`src/rtl/sfr_pkg.sv`:
```
// sfr_pkg: shared types, protocol constants and header byte helpers
// for the spi framed request responder. No dependencies.
`default_nettype none

package sfr_pkg;

	localparam int unsigned SFR_MAX_PAYLOAD = 16384;
	localparam int unsigned HDR_LEN         = 16;

	localparam logic [31:0] MAGIC_WORD = 32'h5350_4931;
	localparam logic [7:0]  FLAG_REQ   = 8'h01;
	localparam logic [7:0]  FLAG_RSP   = 8'h02;
	localparam logic [7:0]  CMD_PING   = 8'h01;
	localparam logic [7:0]  CMD_PROC   = 8'h02;
	localparam logic [7:0]  ST_HDR_OK  = 8'h10;
	localparam logic [7:0]  ST_OK      = 8'h80;
	localparam logic [7:0]  ST_BAD_HDR = 8'hE1;
	localparam logic [7:0]  ST_BAD_LEN = 8'hE2;
	localparam logic [7:0]  ST_BAD_CMD = 8'hE3;
	localparam logic [7:0]  XOR_KEY    = 8'hA5;
	localparam logic [31:0] PONG_LEN   = 32'd4;

	typedef enum logic [2:0] {
		PH_REQ_HDR = 3'd0,
		PH_ACK_HDR = 3'd1,
		PH_REQ_PAY = 3'd2,
		PH_RSP_HDR = 3'd3,
		PH_RSP_PAY = 3'd4
	} phase_t;

	typedef struct packed {
		logic [7:0] rx_byte;
		logic       abort;
	} slot_t;

	typedef struct packed {
		logic [7:0] tx_byte;
		phase_t     phase;
		logic       phase_last;
		logic       exchange_done;
	} reply_t;

	// engine position, seen by the top level checks
	typedef struct packed {
		phase_t phase;
		logic   idx_zero;
	} eng_stat_t;

	// big-endian byte sel of a 32-bit word
	function automatic logic [7:0] word_byte(logic [31:0] w, logic [1:0] sel);
		logic [7:0] b;
		unique case (sel)
			2'd0: b = w[31:24];
			2'd1: b = w[23:16];
			2'd2: b = w[15:8];
			default: b = w[7:0];
		endcase
		return b;
	endfunction

	function automatic logic [7:0] hdr_byte(logic [3:0] pos, logic [31:0] seq,
			logic [31:0] len, logic [7:0] cmd, logic [7:0] status);
		logic [7:0] b;
		unique case (pos[3:2])
			2'd0: b = word_byte(MAGIC_WORD, pos[1:0]);
			2'd1: b = word_byte(seq, pos[1:0]);
			2'd2: b = word_byte(len, pos[1:0]);
			default: begin
				unique case (pos[1:0])
					2'd0: b = cmd;
					2'd1: b = status;
					2'd2: b = FLAG_RSP;
					default: b = 8'h00;
				endcase
			end
		endcase
		return b;
	endfunction

	// "PONG"
	function automatic logic [7:0] pong_byte(logic [1:0] sel);
		logic [7:0] b;
		unique case (sel)
			2'd0: b = 8'h50;
			2'd1: b = 8'h4F;
			2'd2: b = 8'h4E;
			default: b = 8'h47;
		endcase
		return b;
	endfunction

endpackage

`default_nettype wire

```
`src/rtl/sfr_engine.sv`:
```
// sfr_engine: transaction state, header checks and reply byte generation.
// Depends on sfr_pkg; drives the payload store ports of sfr_ram.
`default_nettype none

module sfr_engine
	import sfr_pkg::*;
#(
	parameter int unsigned MAX_PAYLOAD = SFR_MAX_PAYLOAD,
	localparam int unsigned AW    = $clog2(MAX_PAYLOAD),
	localparam int unsigned IDX_W = (AW > 4) ? AW : 4
) (
	input  wire logic          clk,
	input  wire logic          arst_n,
	input  wire logic          fire,
	input  wire slot_t         slot,
	input  wire logic [7:0]    rd_data,
	output logic               wr_en,
	output logic [AW-1:0]      wr_addr,
	output logic [7:0]         wr_data,
	output logic               rd_en,
	output logic [AW-1:0]      rd_addr,
	output reply_t             res,
	output eng_stat_t          stat
);

	localparam logic [IDX_W-1:0] HDR_LAST = IDX_W'(HDR_LEN - 1);
	localparam logic [31:0]      MAX_LEN  = 32'(MAX_PAYLOAD);

	phase_t           phase_q, phase_n;
	logic [IDX_W-1:0] idx_q, idx_n;
	logic [31:0]      seq_q, seq_n;
	logic [31:0]      len_q, len_n;
	logic [7:0]       cmd_q, cmd_n;
	logic [7:0]       verdict_q, verdict_n;

	logic [3:0]       hi;
	logic             bad;
	logic [7:0]       verd_hdr;
	logic [7:0]       ack_status;
	logic [31:0]      rsp_len;
	logic [31:0]      idx_inc;
	logic             hdr_end;

	assign hi         = idx_q[3:0];
	assign hdr_end    = (idx_q == HDR_LAST);
	assign idx_inc    = 32'(idx_q) + 32'd1;
	assign rsp_len    = (cmd_q == CMD_PING) ? PONG_LEN : len_q;
	assign ack_status = (verdict_q == ST_OK) ? ST_HDR_OK : verdict_q;
	assign verd_hdr   = bad ? ST_BAD_HDR : verdict_q;

	// request header field checks
	always_comb begin
		bad = 1'b0;
		priority if (hi < 4'd4) begin
			bad = (slot.rx_byte != word_byte(MAGIC_WORD, hi[1:0]));
		end else if (hi == 4'd13) begin
			bad = (slot.rx_byte != 8'h00);
		end else if (hi == 4'd14) begin
			bad = (slot.rx_byte != FLAG_REQ);
		end else if (hi == 4'd15) begin
			bad = (slot.rx_byte != 8'h00);
		end else begin
			bad = 1'b0;
		end
	end

	always_comb begin
		phase_n   = phase_q;
		idx_n     = idx_q;
		seq_n     = seq_q;
		len_n     = len_q;
		cmd_n     = cmd_q;
		verdict_n = verdict_q;
		res       = '{tx_byte: 8'h00, phase: phase_q, phase_last: 1'b0,
			exchange_done: 1'b0};
		wr_en     = 1'b0;

		if (slot.abort) begin
			res.exchange_done = 1'b1;
			phase_n   = PH_REQ_HDR;
			idx_n     = '0;
			verdict_n = 8'h00;
		end else begin
			unique case (phase_q)
				PH_REQ_HDR: begin
					verdict_n = verd_hdr;
					if (hi >= 4'd4 && hi < 4'd8) begin
						seq_n = {seq_q[23:0], slot.rx_byte};
					end
					if (hi >= 4'd8 && hi < 4'd12) begin
						len_n = {len_q[23:0], slot.rx_byte};
					end
					if (hi == 4'd12) begin
						cmd_n = slot.rx_byte;
					end
					if (hdr_end) begin
						res.phase_last = 1'b1;
						phase_n = PH_ACK_HDR;
						idx_n   = '0;
						// final verdict; length and command are complete by now
						if (verd_hdr != ST_BAD_HDR) begin
							priority if (len_q > MAX_LEN) begin
								verdict_n = ST_BAD_LEN;
							end else if (cmd_q == CMD_PING) begin
								verdict_n = (len_q == 32'd0) ? ST_OK : ST_BAD_LEN;
							end else if (cmd_q == CMD_PROC) begin
								verdict_n = (len_q != 32'd0) ? ST_OK : ST_BAD_LEN;
							end else begin
								verdict_n = ST_BAD_CMD;
							end
						end
					end else begin
						idx_n = idx_q + 1'b1;
					end
				end
				PH_ACK_HDR: begin
					res.tx_byte = hdr_byte(hi, seq_q, 32'd0, cmd_q, ack_status);
					if (hdr_end) begin
						res.phase_last = 1'b1;
						idx_n = '0;
						if (verdict_q != ST_OK) begin
							res.exchange_done = 1'b1;
							phase_n   = PH_REQ_HDR;
							verdict_n = 8'h00;
						end else begin
							phase_n = (len_q != 32'd0) ? PH_REQ_PAY : PH_RSP_HDR;
						end
					end else begin
						idx_n = idx_q + 1'b1;
					end
				end
				PH_REQ_PAY: begin
					wr_en = 1'b1;
					if (idx_inc >= len_q) begin
						res.phase_last = 1'b1;
						phase_n = PH_RSP_HDR;
						idx_n   = '0;
					end else begin
						idx_n = idx_q + 1'b1;
					end
				end
				PH_RSP_HDR: begin
					res.tx_byte = hdr_byte(hi, seq_q, rsp_len, cmd_q, ST_OK);
					if (hdr_end) begin
						res.phase_last = 1'b1;
						phase_n = PH_RSP_PAY;
						idx_n   = '0;
					end else begin
						idx_n = idx_q + 1'b1;
					end
				end
				PH_RSP_PAY: begin
					res.tx_byte = (cmd_q == CMD_PING) ? pong_byte(idx_q[1:0])
						: (rd_data ^ XOR_KEY);
					if (idx_inc >= rsp_len) begin
						res.phase_last    = 1'b1;
						res.exchange_done = 1'b1;
						phase_n   = PH_REQ_HDR;
						idx_n     = '0;
						verdict_n = 8'h00;
					end else begin
						idx_n = idx_q + 1'b1;
					end
				end
				default: begin
					res.phase = PH_REQ_HDR;
					phase_n   = PH_REQ_HDR;
					idx_n     = '0;
					verdict_n = 8'h00;
				end
			endcase
		end
	end

	// payload store: write at the current slot, read one slot ahead
	assign wr_addr = idx_q[AW-1:0];
	assign wr_data = slot.rx_byte;
	assign rd_en   = fire;
	assign rd_addr = idx_n[AW-1:0];

	assign stat = '{phase: phase_q, idx_zero: (idx_q == '0)};

	always_ff @(posedge clk or negedge arst_n) begin
		if (!arst_n) begin
			phase_q   <= PH_REQ_HDR;
			idx_q     <= '0;
			seq_q     <= '0;
			len_q     <= '0;
			cmd_q     <= '0;
			verdict_q <= '0;
		end else if (fire) begin
			phase_q   <= phase_n;
			idx_q     <= idx_n;
			seq_q     <= seq_n;
			len_q     <= len_n;
			cmd_q     <= cmd_n;
			verdict_q <= verdict_n;
		end
	end

endmodule

`default_nettype wire

```
`config.mk`:
```
export PLATFORM = sky130hd
export DESIGN_NAME = sfr_engine
export DESIGN_NICKNAME = d
export VERILOG_FILES = /design/src/rtl/sfr_pkg.sv /design/src/rtl/sfr_engine.sv
export SDC_FILE = /design/constraint.sdc
export NUM_CORES = 1
export LEC_CHECK = 0
export BUFFER_PORTS_ARGS = -buffer_cell sky130_fd_sc_hd__buf_2
export CORE_UTILIZATION = 30
export DETAILED_ROUTE_END_ITERATION = 8
export GPL_ROUTABILITY_DRIVEN = 0
export PLACE_DENSITY = 0.59
export SETUP_SLACK_MARGIN = 0.05
export SYNTH_ARGS = -nofsm -noshare
export SYNTH_HDL_FRONTEND = slang
export SYNTH_SLANG_ARGS = --single-unit
```
`constraint.sdc`:
```
create_clock -name clk -period 9.4 [get_ports clk]
set_input_delay 0.47 -clock clk [delete_from_list [all_inputs] [get_ports clk]]
set_output_delay 0.47 -clock clk [all_outputs]
set_load 0.01 [all_outputs]
```
==> flow_summary.toml <==
[status]
status = "completed"

[timing]
tns_ns = 0
finalSetupViolations = 0
rsz0062_at_grt = "false"
fmax_mhz = 176
slew_viol_final = 0
fin_crit_sh_pct = 60.6
hold_viol = 0
post-route-min-period_ns = 5.69
max_slew_margin_pct = 32.7
fin_skew_ns = 0.0111
hold_ws_ns = 0.00401
worstMarginPinSlew_ns = 1.01

[clocking]
post_cts_buffers = 0
cts_buffer_depth = 2
root_buffer = "clkbuf_16"
clkSinkCount = 97
post_cts_resized = 0
h-tree-depth = 3
worstSkewPairLatency_ns = 0.37
cts_buffers = 9
hold_buffers = 0
cts_tree = "yes"
path_clk_slew_ns = 0.08

[worst_setup_path]
critical_path_arrival_ns = 5.22
critPathKind = "reg -> out"
crit_path_max_fanout = 25
rr_startpoint = "wr_addr[2]$_DFFE_PN0P_"
crit_path_start_kind = "flip-flop"
cp-startpoint = "wr_addr[2]$_DFFE_PN0P_"
required_ns = 8.93
cp-end-kind = "output port"

[floorplanning]
design.die.area_sq_um = 22000
die_h_um = 148
start_util_pct = 30.6
rows = 53
design.portCount = 75
core-area_sq_um = 21000
die_x_um = 148

[drt]
wl_um = 19800
drt_iter0_drc = 712
antenna_left = 0
wl_per_cell_um = 19.5
drcViolationCount = 0
drtPass1Iterations = 8
via_count = 5770
vias_per_cell = 5.66

[synthesis]
yosys_most_used_dff = "dfrtp_1"
synthTopCellsByArea = "dfrtp_1 38%, mux2_2 11%, ha_1 7.0%, nand2_1 4.5%, o21ai_0 3.9%"
synthMuxAreaShare_pct = 11.7
synth_warnings = 0
synth_top_area_share_pct = 37.8
synthSimpleGateAreaFrac_pct = 17.5
synth_top_area_cell = "dfrtp_1"
ys_types = 65
async_reset_ff_share_pct = 100
synth_fa_ha_area_share_pct = 7.01
syn_area_sq_um = 6430
syn_inst = 699
synth-seq-area-share_pct = 37.8
synth_nets = 755
synth_seq_cells = 97
yosys.area_share.xor_xnor_pct = 1.91
synth_top_family_by_area = "compound AO/OA/AOI/OAI gates"
synth-edff-count = 0
synth-compound-area-share_pct = 18.6
avgSynthCellArea_sq_um = 9.20

[power]
p_total_uw = 1310
vdd_drop_max_mv = 0.110
power_per_cell_area_nw_per_um2 = 181
p_leak_uw = 0.00338

[cells_and_area]
antenna_cells = 0
final_util_pct = 34.4
n_fill_cell = 2132
final_cell_mix = "97 x dfrtp_1, 77 x nand2_1, 73 x buf_2"
drive_above_1_share_pct = 22.0
syn_to_final_growth_pct = 12.6
final_common_cell = "dfrtp_1"
final_nets = 796

[flow_run]
maxCapViolations = 0

[place]
dpl.hpwl_um = 14500
io_buffers = 74

[global_route]
grt_pass1_wl_um = 31000
grt_overflow = 0
grt_start_max_net_pins = 74
first_global_vias = 5354
grt_antenna_before_repair = 0
track_usage_pct = 18.5

[hold_path]
min_path_type = "in -> async"
==> path summary, 6_finish.rpt <==
kind,endpoint,slack [ns],depth (start not counted)
max in group asynchronous,len_q[26]$_DFFE_PN0P_,8.16,2
min in group clk,phase_q[2]$_DFFE_PN0P_,0.41,2
hold reg to reg,seq_q[0]$_DFFE_PN0P_,0.51,1
setup / recovery,rd_addr[13],3.71,13
hold / removal,verdict_q[0]$_DFFE_PN0P_,0.004,1
setup reg to reg,wr_addr[13]$_DFFE_PN0P_,4.31,13
==> Yosys cell counts, drive strengths merged, types with 7 or more instances <==
cell type and number:
a222oi 15, xnor2 8, nand4 9, a221o 7, buf 17, dfrtp 97, nand2b 9, nor3 10
o22ai 7, and2 8, o21ai 50, nor2 39, nor2b 16, a21oi 40, clkbuf 34, nor4 14
ha 36, mux2 64, nand3 21, inv 30, nand2 77
==> layer usage <==
metal,GRT usage [%],wire [um],vias to the layer above
li1,-,-,2650
met1,26.1,8960,2796
met2,28.3,9020,292
met3,3.13,1480,32
met4,6.96,384,0
met5,0,0,-
==> state kept, by name, summed over array words and instances, names as in the netlist <==
register / count
wr_addr: 14
seq_q: 32
len_q: 32
phase_q: 3
cmd_q: 8
verdict_q: 8
==> critical path: stages, from the launching register on <==
cell and delay (ns):
dfrtp_1 0.85, and2_0 0.44, nand4_2 0.23, or4_1 0.65, nor2_1 0.16, xor2_1 0.26, ha_1 0.19, a21oi_1 0.07
o22ai_1 0.23, or4b_1 0.48, o211ai_1 0.14, o22a_1 0.72, and2b_1 0.27, buf_2 0.13
==> kinds of logic (layout without fill, tap and decap cells) <==
kind of cell               after synthesis  in the layout
muxes                                   67             67
xor gates and xnor gates                14             14
and+or+nand+nor                        226            226
buffers and inverters                   83            128
AOI/OAI and AO/OA                      176            176
DFF                                     97             97
adders and majority gates               36             36
==> layout make-up <==
cell class | instances | area, sq um | share of cell area, %
sequential | 97 | 2430 | 33.5
inverter | 32 | 120 | 1.66
multi-input combinational | 519 | 3640 | 50.3
clock buffer | 9 | 225 | 3.11
clock inverter | 6 | 52.6 | 0.726
tap | 275 | 344 | 4.75
timing repair buffer | 81 | 425 | 5.88
==> through the flow <==
| stage | instances | setup WS, ns | area [sq um] |
|---|---|---|---|
| 6_report | 1019 | 3.71 | 7240 |
| 5_1_grt | 1019 | 3.42 | 7240 |
| 4_1_cts | 1019 | 3.77 | 7240 |
| 3_5_place_dp | 1004 | 4.22 | 6960 |
| 3_3_place_gp | 1004 | 4.35 | 6960 |
| 2_1_floorplan | 699 | 5.30 | 6430 |
==> power breakdown <==
group / leakage, uW / switching (uW) / internal (uW)
sequential: 0.00133 / 67.7 / 466
clock: 0.000130 / 181 / 182
combinational: 0.00191 / 253 / 158
(Power assumes the default switching activity.)
